--- config.mk ---
export PLATFORM = sky130hd
export DESIGN_NAME = ara_div
export DESIGN_NICKNAME = d
export VERILOG_FILES = /design/src/rtl/core/ara_pkg.sv /design/src/rtl/core/ara_div.sv
export SDC_FILE = /design/constraint.sdc
export NUM_CORES = 1
export LEC_CHECK = 0
export BUFFER_PORTS_ARGS = -buffer_cell sky130_fd_sc_hd__clkbuf_2
export CAP_MARGIN = 20
export CORE_UTILIZATION = 40
export DETAILED_ROUTE_END_ITERATION = 10
export GPL_ROUTABILITY_DRIVEN = 0
export HOLD_SLACK_MARGIN = 0.02
export PLACE_DENSITY_LB_ADDON = 0.05
export REMOVE_ABC_BUFFERS = 1
export SYNTH_ARGS = -nofsm -noshare
export SYNTH_HDL_FRONTEND = slang
export SYNTH_SLANG_ARGS = --single-unit
--- constraint.sdc ---
create_clock -name aclk -period 7.15 [get_ports aclk]
set_input_delay 0.3575 -clock aclk [delete_from_list [all_inputs] [get_ports aclk]]
set_output_delay 0.3575 -clock aclk [all_outputs]
set_load 0.005 [all_outputs]
--- src/rtl/core/ara_pkg.sv ---
// Shared types, constants and helpers for the address range allocator.
`timescale 1ns / 1ps
package ara_pkg;

    localparam int MAX_SEGMENTS = 64;
    localparam int IW = $clog2(MAX_SEGMENTS + 1);
    localparam int CW = $clog2(MAX_SEGMENTS);
    localparam int DIV_STEPS = 33;
    localparam int DW = $clog2(DIV_STEPS + 1);

    localparam logic [2:0] OP_ADD_FREE = 3'd0;
    localparam logic [2:0] OP_ALLOC_AT = 3'd1;
    localparam logic [2:0] OP_ALLOC_LOW = 3'd2;
    localparam logic [2:0] OP_ALLOC_HIGH = 3'd3;
    localparam logic [2:0] OP_ALLOC_BEST = 3'd4;
    localparam logic [2:0] OP_FREE = 3'd5;
    localparam logic [2:0] OP_FIND = 3'd6;

    localparam logic [2:0] STAT_OK = 3'd0;
    localparam logic [2:0] STAT_BAD_ARGUMENT = 3'd1;
    localparam logic [2:0] STAT_OUT_OF_BOUNDS = 3'd2;
    localparam logic [2:0] STAT_IN_USE = 3'd3;
    localparam logic [2:0] STAT_TOO_BIG = 3'd4;
    localparam logic [2:0] STAT_OUT_OF_MEMORY = 3'd5;
    localparam logic [2:0] STAT_OUT_OF_RESOURCES = 3'd6;
    localparam logic [2:0] STAT_NOT_FOUND = 3'd7;

    typedef struct packed {
        logic [31:0] start;
        logic [31:0] size;
        logic        free;
    } seg_t;

    typedef enum logic [2:0] {
        CMD_HOLD   = 3'd0,
        CMD_ROT    = 3'd1,
        CMD_WRITE  = 3'd2,
        CMD_INSERT = 3'd3,
        CMD_REMOVE = 3'd4
    } cell_cmd_t;

    typedef struct packed {
        cell_cmd_t       cmd;
        logic [IW-1:0]   idx;
        seg_t            data;
    } cell_ctl_t;

    function automatic cell_ctl_t mk_ctl(cell_cmd_t cmd, logic [IW-1:0] idx,
                                         logic [31:0] s, logic [31:0] z, logic f);
        cell_ctl_t c;
        c.cmd = cmd;
        c.idx = idx;
        c.data.start = s;
        c.data.size = z;
        c.data.free = f;
        return c;
    endfunction

endpackage

--- src/rtl/core/ara_div.sv ---
// Restoring divider, one quotient bit per cycle, remainder output.
`timescale 1ns / 1ps
module ara_div import ara_pkg::*; (
    input  logic        aclk,
    input  logic        aresetn,
    input  logic        start,
    input  logic [32:0] dividend,
    input  logic [31:0] divisor,
    output logic        done,
    output logic [31:0] rem
);

    logic [32:0]   rem_reg;
    logic [32:0]   dvd_reg;
    logic [31:0]   dsr_reg;
    logic [DW-1:0] cnt_reg;
    logic          run_reg;
    logic          done_reg;
    logic [32:0]   trial;

    assign trial = {rem_reg[31:0], dvd_reg[32]};

    always_ff @(posedge aclk) begin
        if (!aresetn) begin
            run_reg <= 1'b0;
            done_reg <= 1'b0;
            cnt_reg <= '0;
        end else begin
            done_reg <= 1'b0;
            if (start) begin
                run_reg <= 1'b1;
                cnt_reg <= '0;
                rem_reg <= '0;
                dvd_reg <= dividend;
                dsr_reg <= divisor;
            end else if (run_reg) begin
                rem_reg <= (trial >= {1'b0, dsr_reg}) ? trial - {1'b0, dsr_reg} : trial;
                dvd_reg <= {dvd_reg[31:0], 1'b0};
                cnt_reg <= cnt_reg + 1'b1;
                if (cnt_reg == DW'(DIV_STEPS - 1)) begin
                    run_reg <= 1'b0;
                    done_reg <= 1'b1;
                end
            end
        end
    end

    assign done = done_reg;
    assign rem = rem_reg[31:0];

endmodule

==> results.txt <==
Initial antenna violation count -> 0
P_int -> 0.00121 W
Drc violations -> 0
Met3 Wirelength -> 731 um
Min Tclk post-route -> 3.73 ns
I/O Pins -> 101
Hold Crit Start -> divisor[26]
RSZ-0062 raised after global routing -> false
First-pass GRT wire length -> 21900 um
Setup Viol. Count Final -> 0
Num rows -> 44
Height of the die -> 125 um
Synth Flop Type -> edfxtp_1
Setup ws final -> 3.42 ns
Worst setup path class -> reg -> reg
Vias in the first global route -> 4413
P_leak -> 2.96 nW
Synth area leaders -> edfxtp_1 (48%), ha_1 (7.0%), mux2_2 (5.9%)
Combinational fraction of design power -> 26.4%
Hold bufs inserted after CTS -> 0
Max reg flops -> 33
Vias -> 4261
Core Box Area -> 0.0146 mm^2
Total CTS buffers -> 9
Largest net degree at the start of global routing -> 65
Worst vdd ir -> 152 uV
Dpl cells -> 802
Crit path DAT -> 3.83 ns
Die Area -> 0.0157 mm^2
Worst slew margin -> 50.0%
Postcts setup bufs -> 0
Per-cell routed wire length -> 15.7 um
Layout cells sized above 1 -> 25.9%
Setup Skew -> 0.0135 ns
WHS Endpoint -> dsr_reg[26]$_DFFE_PP_
Reg2reg end -> rem_reg[21]$_SDFFCE_PP0P_
DP HPWL -> 9330 um
Kind of end point of the critical path -> register
Sequential share of the synthesized area -> 50.6%
DP Worst Slack -> 3.38 ns
NetSw -> 0.000530 W
Skew-Pair Late Insertion Delay -> 0.36 ns
Top Layer Used -> met4
H-tree levels -> 3
Worst Path Max Fanout -> 20
Setup TNS Final -> 0 ns
Syn Inst Count -> 535
Number of synthesized flops with an enable pin -> 97
Total GRT Usage -> 17.5%
Slew @ Worst Pin -> 0.749 ns
Cell taking the most area after synthesis -> edfxtp_1
Hold WS -> 0.167 ns
CP Cell Sequence -> ha_1, nor2b_1, o2111ai_1, a311o_1, nand3_2, a2111oi_4, nor2_2, a21oi_4, buf_4, mux2i_1, nor2_1
Grt total ovfl -> 0
# Max-Cap Violations -> 0
Ys async rst share -> 0%
Slowest cell on crit path -> a21oi_4
Max stage delay on crit path -> 0.63 ns
Total Wirelength -> 12800 um
Crit start category -> register
Synth top area share -> 48.0%
Starting Density -> 41.4%
Routed wl met2 -> 5750 um
Mapped Area -> 0.00607 mm^2
Final Hold Fails -> 0
Buffers added on ports -> 100
Pwr/cell area -> 247 mW/mm^2
Nets -> 732
Wl on met1 -> 6180 um
Syn-to-layout area delta -> 15.9%
Switching Share -> 30.5%
CTS tree -> built
Post-CTS Resized -> 0
Tightest Hold Check Type -> in -> reg
Worst r2r path cells -> 11
Distinct cells, synth -> 56
Vias per cell -> 5.21
Period Utilization, post-route -> 52.2%
Worst r2r src -> rem_reg[0]$_SDFFCE_PP0P_
Synth warn -> 0
Syn avg cell area -> 11.3 um^2
Sequential share of power -> 43.8%
Diode count -> 0
FF+latch count, synth -> 105
CP Data Required Time -> 7.24 ns
Final ANT Viol Nets -> 0
CTS sink count -> 105
Final Non-Filler Cells -> 818
Clock network fraction of total power -> 29.8%
Cell area after layout -> 0.00703 mm^2
Die X -> 125 um
Clock root buffer -> clkbuf_16
Placement Cell Area -> 0.00672 mm^2
DR pass1 iterations -> 6
Initial drt markers -> 237
Final Max Tran Viols -> 0
Reg-to-reg setup timing slack -> 3.42 ns
Fmax -> 268 MHz
Clock transition at path regs -> 0.08 ns
Status -> completed
Deepest clock path buffer count -> 2
Hold depth -> 1
placed cells by master (no fill, tap or decap), drive strengths merged, types with 4 or more instances in the layout:
cell and instances:
inv 46, edfxtp 97, o211ai 4, xor2 12, a21oi 42, ha 34, nand4 7, nor2 47
o21ai 19, nor3 8, buf 4, mux2 32, nand2 28, nor4 4, xnor2 19, dfxtp 8
mux2i 28, a21o 17, a31oi 5, clkbuf 111, and3 6, and2 5, o21a 4, nor2b 5
nand3 10
synthesized netlist by cell type, types with 4 or more instances:
cell,instances
mux2_2,32
nor2b_1,4
o21a_1,4
and3_1,6
and2_1,5
inv_1,41
edfxtp_1,97
nand2_1,28
nand3_1,9
clkbuf_1,14
nand4_1,7
o21ai_0,17
xnor2_1,19
mux2i_1,28
a21o_1,17
xor2_1,12
o211ai_1,4
nor3_1,6
dfxtp_1,8
a21oi_1,38
nor2_1,46
nor4_1,4
a31oi_1,5
ha_1,34
stage by stage:
step	total power, W	util, %
floorplan	0.00110	-
global placement	0.00123	45.9
detailed placement	0.00123	45.9
CTS	0.00176	48.0
global route	0.00184	48.0
finish	0.00173	48.0
critical path: cells and delay by family, from the launching register on:
kind	cells	cell delay [ns]
muxes	1	0.25
DFF	1	0.46
and+or+nand+nor	4	0.49
adders and majority gates	1	0.34
AOI/OAI and AO/OA	4	1.50
buffers and inverters	1	0.42
power groups by stage:
stage / combinational (W) / clock (W) / sequential [W]
6_report: 0.000459 / 0.000517 / 0.000759
5_1_grt: 0.000518 / 0.000558 / 0.000767
4_1_cts: 0.000463 / 0.000536 / 0.000760
3_5_place_dp: 0.000459 / 0 / 0.000774
3_3_place_gp: 0.000456 / 0 / 0.000773
2_1_floorplan: 0.000334 / 0 / 0.000770
area by class of cell:
cell class / instances / area (um^2)
well taps: 184 / 230
clock inverters: 5 / 51.3
multi-input cells: 368 / 2740
repair buffers: 104 / 531
fillers: 1409 / 7610
inverters: 41 / 154
flip-flops and latches: 105 / 3070
clock buffers: 11 / 254
how the worst max path moves through the flow:
stage,startpoint,endpoint,slack (ns)
3_3_place_gp,rem_reg[0]$_SDFFCE_PP0P_,rem_reg[21]$_SDFFCE_PP0P_,3.47
6_report,rem_reg[0]$_SDFFCE_PP0P_,rem_reg[21]$_SDFFCE_PP0P_,3.42
5_1_grt,rem_reg[0]$_SDFFCE_PP0P_,rem_reg[7]$_SDFFCE_PP0P_,3.13
4_1_cts,rem_reg[0]$_SDFFCE_PP0P_,rem_reg[21]$_SDFFCE_PP0P_,3.36
2_1_floorplan,rem_reg[0]$_SDFFCE_PP0P_,rem_reg[10]$_SDFFCE_PP0P_,3.86
3_5_place_dp,rem_reg[0]$_SDFFCE_PP0P_,rem_reg[21]$_SDFFCE_PP0P_,3.38
kinds of logic after synthesis:
kind of cell	synth area share, %
AOI/OAI and AO/OA	12.0
xor gates and xnor gates	4.48
muxes	10.6
and+or+nand+nor	10.7
buffers and inverters	4.27
adders and majority gates	7.34
DFF	50.6
per-layer routing:
metal / track usage, % / up-vias
li1: - / 2141
met1: 22.8 / 2016
met2: 27.9 / 90
met3: 6.08 / 14
met4: 4.66 / 0
met5: 0 / -
Power figures use the tool's default switching activity.
