==> config.mk <==
export PLATFORM = sky130hd
export DESIGN_NAME = ara_cell
export DESIGN_NICKNAME = d
export VERILOG_FILES = /design/src/rtl/core/ara_pkg.sv /design/src/rtl/core/ara_cell.sv
export SDC_FILE = /design/constraint.sdc
export NUM_CORES = 1
export LEC_CHECK = 0
export ABC_CLOCK_PERIOD_IN_PS = 4600
export BUFFER_PORTS_ARGS = -buffer_cell sky130_fd_sc_hd__buf_2
export CAP_MARGIN = 5
export CORE_ASPECT_RATIO = 0.9
export CORE_MARGIN = 5
export CORE_UTILIZATION = 45
export DETAILED_ROUTE_END_ITERATION = 7
export GPL_TIMING_DRIVEN = 0
export PLACE_DENSITY = 0.79
export SLEW_MARGIN = 10
export SYNTH_ARGS = -nofsm -noshare
export SYNTH_HDL_FRONTEND = slang
export SYNTH_SLANG_ARGS = --single-unit
export TNS_END_PERCENT = 30
==> constraint.sdc <==
create_clock -name aclk -period 4.6 [get_ports aclk]
set_clock_uncertainty 0.2 [all_clocks]
set_input_delay 0.23 -clock aclk [delete_from_list [all_inputs] [get_ports aclk]]
set_output_delay 0.23 -clock aclk [all_outputs]
set_load 0.01 [all_outputs]
==> src/rtl/core/ara_pkg.sv <==
// Shared types, constants and helpers for the address range allocator.
`timescale 1ns / 1ps
package ara_pkg;

    localparam int MAX_SEGMENTS = 64;
    localparam int IW = $clog2(MAX_SEGMENTS + 1);
    localparam int CW = $clog2(MAX_SEGMENTS);
    localparam int DIV_STEPS = 33;
    localparam int DW = $clog2(DIV_STEPS + 1);

    localparam logic [2:0] OP_ADD_FREE = 3'd0;
    localparam logic [2:0] OP_ALLOC_AT = 3'd1;
    localparam logic [2:0] OP_ALLOC_LOW = 3'd2;
    localparam logic [2:0] OP_ALLOC_HIGH = 3'd3;
    localparam logic [2:0] OP_ALLOC_BEST = 3'd4;
    localparam logic [2:0] OP_FREE = 3'd5;
    localparam logic [2:0] OP_FIND = 3'd6;

    localparam logic [2:0] STAT_OK = 3'd0;
    localparam logic [2:0] STAT_BAD_ARGUMENT = 3'd1;
    localparam logic [2:0] STAT_OUT_OF_BOUNDS = 3'd2;
    localparam logic [2:0] STAT_IN_USE = 3'd3;
    localparam logic [2:0] STAT_TOO_BIG = 3'd4;
    localparam logic [2:0] STAT_OUT_OF_MEMORY = 3'd5;
    localparam logic [2:0] STAT_OUT_OF_RESOURCES = 3'd6;
    localparam logic [2:0] STAT_NOT_FOUND = 3'd7;

    typedef struct packed {
        logic [31:0] start;
        logic [31:0] size;
        logic        free;
    } seg_t;

    typedef enum logic [2:0] {
        CMD_HOLD   = 3'd0,
        CMD_ROT    = 3'd1,
        CMD_WRITE  = 3'd2,
        CMD_INSERT = 3'd3,
        CMD_REMOVE = 3'd4
    } cell_cmd_t;

    typedef struct packed {
        cell_cmd_t       cmd;
        logic [IW-1:0]   idx;
        seg_t            data;
    } cell_ctl_t;

    function automatic cell_ctl_t mk_ctl(cell_cmd_t cmd, logic [IW-1:0] idx,
                                         logic [31:0] s, logic [31:0] z, logic f);
        cell_ctl_t c;
        c.cmd = cmd;
        c.idx = idx;
        c.data.start = s;
        c.data.size = z;
        c.data.free = f;
        return c;
    endfunction

endpackage

==> src/rtl/core/ara_cell.sv <==
// One table cell: holds a segment and shifts, rotates or loads it.
`timescale 1ns / 1ps
module ara_cell import ara_pkg::*; (
    input  logic          aclk,
    input  logic [IW-1:0] cell_idx,
    input  cell_ctl_t     ctl,
    input  seg_t          left_seg,
    input  seg_t          right_seg,
    output seg_t          q
);

    seg_t q_reg;

    always_ff @(posedge aclk) begin
        case (ctl.cmd)
            CMD_ROT: q_reg <= right_seg;
            CMD_WRITE: begin
                if (ctl.idx == cell_idx) q_reg <= ctl.data;
            end
            CMD_INSERT: begin
                if (cell_idx > ctl.idx) q_reg <= left_seg;
                else if (cell_idx == ctl.idx) q_reg <= ctl.data;
            end
            CMD_REMOVE: begin
                if (cell_idx >= ctl.idx) q_reg <= right_seg;
            end
            default: ;
        endcase
    end

    assign q = q_reg;

endmodule

==> reports/results.ini, run 1 <==
[status]
status=completed

[setup_path]
path_max_fanout=33
cp-start-kind=input port
cp-end-kind=flop
critPathKind=input port to flop
cp.arrival_ns=2.44
cp.required_ns=4.42

[global_route]
grtUsageMet1_pct=34.9
grt.overflow.total=0
grt_first_pass_wirelength_um=28900
top_usage_layer=met2
antenna_found_initial=0
track_usage_pct=27.6
use_met2_pct=47.7
use_met3_pct=4.89
grt_pass1_vias=5782
grt_max_degree=34

[die]
io_pins=278
rows=36
core_area_mm2=0.0108
start_util_pct=45.9
die_w_um=121
die_area_mm2=0.0132
die_h_um=110

[cts]
ctsResizeCount=0
numCtsBuffers=9
clk_pin_slew_ns=0.05
cts_root_buffer=clkbuf_16
postCtsSetupBuffers=0
cts.sinks=65
cts_tree=built
postCtsHoldBufs=0
h-tree-depth=3
clockBufferDepth=2

[synth]
synth_area_mm2=0.00496
synth.avg_cell_area_um2=8.85
netlist-cell-type-count=26
synth_common_cells=a31oi_1 (67), nor2b_1 (67), nand3_1 (66)
synthTopCellsByArea=edfxtp_1 (39%), a211o_1 (11%), a31oi_1 (8.5%)
yosysSeqAreaShare_pct=39.4
yosysWarningCount=0
synthArstFlopShare_pct=0
syn-instance-count=560
synth.top_cell.area_share_pct=39.4
synth_seq_cells=65
synth_edf_count=65
yosysTopAreaCell=edfxtp_1
synth_fp_nets=780
synth-main-ff-cell=edfxtp_1

[finish]
fillerInstances=932
drive_gt1_share_pct=39.2
seq_area_mm2=0.00195
final_cell_count_no_fill=986
largest_reg_flops=65
nNetsFinal=1069
area_delta_synth_final_pct=37.5
antenna_cells=0
multi_input_area_mm2=0.00261

[route]
via_per_inst=6.19
drc=0
dr_total_vias=6099
routed_wl_um=19500
firstDrtPassIters=7
drt_iter0_markers=855
wl_per_cell_um=19.8
ant_nets=0

[hold_path]
hold_end=q[58]$_DFFE_PP_
hold_class=input port to flop
holdPathStages=3
hold_path_startpoint=ctl[58]

[sta]
finalHoldViolations=0
drv_slew=0
rsz0062_at_grt=false
max_freq_mhz=382
setup_viol=0
fin_setup_tns_ns=0
worst_pin_slew_ns=0.564
slew_headroom_pct=62.4
finalCritPeriodShare_pct=56.9
period_needed_ns=2.62

[placed_design]
place.gp.congestion=0.967
dp_cells=971
dp_hpwl_um=14700
port_buffers=277

[run]
cap_violations=0

[power]
ir_drop_mv=0.186
p_leak_uw=0.00292
powerDensity_mw_per_mm2=284

-- layout make-up --
cell class	count	area share [%]
sequential	65	28.6
clock inverter	5	0.698
inverter	7	0.385
buffer	72	5.58
multi-input combinational	416	38.3
clock buffer	10	3.36
timing repair buffer	278	20.6
tap	133	2.44
-- critical path, cell delays in order --
cell      delay (ns)
buf_2           0.07
inv_1           0.03
ha_1            0.33
and4_4          0.28
o211ai_4        0.15
buf_6           0.19
buf_6           0.15
a31oi_1         0.21
a31o_4          0.48
buf_12          0.30
-- worst max path at each step --
stage                     slack (ns)         endpoint    start  cells after the start
final                           1.98  q[29]$_DFFE_PP_  ctl[71]                     10
after global routing            1.88  q[26]$_DFFE_PP_  ctl[71]                     10
after CTS                       1.99  q[28]$_DFFE_PP_  ctl[71]                     10
after detailed placement        1.66  q[30]$_DFFE_PP_  ctl[71]                     10
after global placement          0.14  q[37]$_DFFE_PP_  ctl[71]                      9
after floorplan                 1.12   q[0]$_DFFE_PP_  ctl[71]                      8
-- metal layers --
layer | vias to the layer above | wire length, um
met4 | 0 | 572
met5 | - | 0
met3 | 67 | 2030
met1 | 2834 | 7490
li1 | 2743 | -
met2 | 455 | 9450
-- power breakdown --
| group | switching (uW) | leakage (uW) | internal (uW) | total, uW |
|---|---|---|---|---|
| clock network | 255 | 0.000137 | 411 | 666 |
| logic | 285 | 0.00218 | 211 | 497 |
| registers | 23.2 | 0.000601 | 748 | 771 |
-- stage by stage --
stage	hold WS, ns	area (um2)	total power [uW]	worst slack (ns)	utilization, %
after floorplan	0.253	4960	1030	1.12	-
after global placement	0.355	6510	1250	0.136	60.2
after detailed placement	0.362	6540	1270	1.66	60.5
after CTS	0.0146	6820	1930	1.99	63.1
after global routing	0.0272	6820	2010	1.88	63.1
final	0.0278	6820	1930	1.98	63.1
-- kinds of logic after synthesis --
group / after synthesis / synth area share (%)
adder cells (fa/ha/maj): 7 / 1.77
flip-flops: 65 / 39.4
buffers and inverters: 79 / 8.20
AO/OA/AOI/OAI: 139 / 21.4
AND/OR/NAND/NOR: 270 / 29.3
-- cell usage in the layout (no fill, tap or decap), types with 2 or more instances in the layout --
master / netlist / routed
inv_1: 7 / 7
ha_1: 7 / 7
buf_6: 8 / 8
a211o_1: 65 / 65
nand2_1: 65 / 65
edfxtp_1: 65 / 65
nand4_1: 65 / 65
nand3_1: 66 / 66
clkbuf_16: 0 / 9
clkinv_1: 0 / 2
nor2b_1: 67 / 67
buf_2: 28 / 305
buf_4: 4 / 4
clkbuf_1: 31 / 32
a31oi_1: 67 / 67
nand3b_1: 2 / 2
a21o_1: 2 / 2
clkinv_2: 0 / 2
Power figures use the tool's default switching activity.
==> run 2: changes to the inputs <==
--- a/config.mk
+++ b/config.mk
@@ -5,7 +5,7 @@
 export SDC_FILE = /design/constraint.sdc
 export NUM_CORES = 1
 export LEC_CHECK = 0
-export ABC_CLOCK_PERIOD_IN_PS = 4600
+export ABC_CLOCK_PERIOD_IN_PS = 2600
 export BUFFER_PORTS_ARGS = -buffer_cell sky130_fd_sc_hd__buf_2
 export CAP_MARGIN = 5
 export CORE_ASPECT_RATIO = 0.9
==> constraint.sdc (replaced) <==
create_clock -name aclk -period 2.6 [get_ports aclk]
set_clock_uncertainty 0.2 [all_clocks]
set_input_delay 0.13 -clock aclk [delete_from_list [all_inputs] [get_ports aclk]]
set_output_delay 0.13 -clock aclk [all_outputs]
set_load 0.01 [all_outputs]
==> run 2 against run 1 <==
First-iteration DRC count decreased by 0.58%. Combinational power increased by 94%. Final cell count is 6.5% higher.
==> reports/results.ini, run 2 (synthesis results as in run 1) <==
[placed_design]
place.gp.congestion=0.926  ; was 0.967
dp_hpwl_um=14200  ; was 14,700 um
dp_cells=970  ; was 971
port_buffers=277  ; unchanged

[setup_path]
cp-end-kind=flop  ; unchanged
critPathKind=input port to flop  ; unchanged
cp.required_ns=2.34  ; was 4.42 ns
path_max_fanout=65  ; was 33
worstSetupStartpoint=ctl[71]  ; unchanged
crit_path_end=q[25]$_DFFE_PP_  ; was q[29]$_DFFE_PP_
cp.arrival_ns=2.26  ; was 2.44 ns
cp-start-kind=input port  ; unchanged

[global_route]
grt_max_degree=66  ; was 34
grt.overflow.total=0  ; unchanged
grt_pass1_vias=6212  ; was 5,782
track_usage_pct=29.1  ; was 27.6%
grt_first_pass_wirelength_um=30600  ; was 28,900 um
antenna_found_initial=0  ; unchanged

[finish]
fin_util_pct=69.2  ; was 63.1%
largest_reg_flops=65  ; unchanged
drive_gt1_share_pct=36.8  ; was 39.2%
fillerInstances=872  ; was 932
multi_input_area_mm2=0.00264  ; was 0.00261 mm2
seq_area_mm2=0.00195  ; unchanged
most-common-layout-cells=buf_2 (305), nor2b_1 (67), nand3_1 (66), a31oi_1 (66)  ; was buf_2 (305), nor2b_1 (67), a31oi_1 (67), nand3_1 (66)
area_delta_synth_final_pct=50.8  ; was 37.5%
final_cell_count_no_fill=1050  ; was 986
nNetsFinal=1132  ; was 1,069
final_common_cell=buf_2  ; unchanged

[route]
firstDrtPassIters=5  ; was 7
wl_per_cell_um=19.4  ; was 19.8 um
routed_wl_um=20300  ; was 19,500 um
ant_nets=0  ; unchanged
drc=0  ; unchanged
drt_iter0_markers=850  ; was 855
via_per_inst=6.04  ; was 6.19
dr_total_vias=6344  ; was 6,099

[sta]
slew_headroom_pct=34.7  ; was 62.4%
drv_slew=0  ; unchanged
fin_setup_tns_ns=0  ; unchanged
finalCritPeriodShare_pct=96.6
setup_viol=0  ; unchanged
max_freq_mhz=398
worst_pin_slew_ns=0.979  ; was 0.564 ns
period_needed_ns=2.51
finalHoldViolations=0  ; unchanged

[die]
start_util_pct=45.9  ; unchanged
rows=36  ; unchanged
io_pins=278  ; unchanged
die_h_um=110  ; unchanged
core_area_mm2=0.0108  ; unchanged
die_w_um=121  ; unchanged
die_area_mm2=0.0132  ; unchanged

[cts]
clockBufferDepth=2  ; unchanged
clk_pin_slew_ns=0.06  ; was 0.05 ns
cts_tree=built  ; unchanged
h-tree-depth=3  ; unchanged
cts_root_buffer=clkbuf_16  ; unchanged
cts.sinks=65  ; unchanged
numCtsBuffers=9  ; unchanged

[power]
powerDensity_mw_per_mm2=468  ; was 284 mW/mm2
ir_drop_mv=0.285  ; was 0.186 mV
p_leak_uw=0.00318  ; was 0.00292 uW

[run]
cap_violations=0  ; unchanged

[hold_path]
hold_class=input port to flop  ; unchanged

[status]
status=completed  ; unchanged

run 2: report_power, final:
part	total, uW	switching, uW	internal, uW
Combinational	963	528	435
Clock	1170	445	727
Sequential	1360	37.2	1320
run 2: worst min-delay path by stage:
| stage | startpoint | end | slack, ns | depth (start not counted) |
|---|---|---|---|---|
| 4_1_cts | ctl[13] | q[13]$_DFFE_PP_ | 0.0003 | 3 |
| 6_report | right_seg[35] | q[35]$_DFFE_PP_ | 0.01 | 4 |
| 2_1_floorplan | ctl[0] | q[0]$_DFFE_PP_ | 0.15 | 2 |
| 5_1_grt | right_seg[16] | q[16]$_DFFE_PP_ | 0.02 | 4 |
| 3_5_place_dp | ctl[58] | q[58]$_DFFE_PP_ | 0.26 | 3 |
| 3_3_place_gp | ctl[33] | q[33]$_DFFE_PP_ | 0.25 | 3 |
run 2: cell type report:
| class | instances | area share (%) |
|---|---|---|
| buffer | 72 | 5.14 |
| sequential | 65 | 26.1 |
| timing repair buffer | 341 | 27.1 |
| tap | 133 | 2.23 |
| antenna | 1 | 0.0335 |
| clock inverter | 5 | 0.636 |
| inverter | 7 | 0.351 |
| clock buffer | 10 | 3.06 |
| multi-input combinational | 416 | 35.3 |
run 2: layer usage:
metal  track usage, %  vias to the layer above  part of all wire [%]
met5                0                        -                     0
met4             10.7                        0                   2.8
met3             6.38                       59                    10
met2             51.0                      470                    50
met1             35.4                     2941                    37
li1                 -                     2874                     -
run 2: critical path: stages:
cell and delay [ns]:
buf_2 0.07, inv_1 0.05, ha_4 0.28, and4_4 0.26
o211ai_4 0.14, buf_8 0.19, buf_6 0.14, a31oi_2 0.17
a31o_4 0.77
run 2: repair_timing:
item,4_1_cts,5_1_grt
setup endpoints to repair,0,65
hold buffers,64,0
buffers inserted,0,0
gates resized for setup,0,5
hold endpoints to repair,64,0
run 2: per-stage QoR:
stage	area (um2)	worst slack [ns]	power (uW)	hold slack (ns)
2_1_floorplan	4970	0.193	1820	0.153
3_3_place_gp	6520	-0.288	2220	0.253
3_5_place_dp	6520	-0.340	2240	0.261
4_1_cts	7440	0.00724	3480	0.000263
5_1_grt	7470	-0.0135	3630	0.0231
6_report	7480	0.0880	3500	0.0144
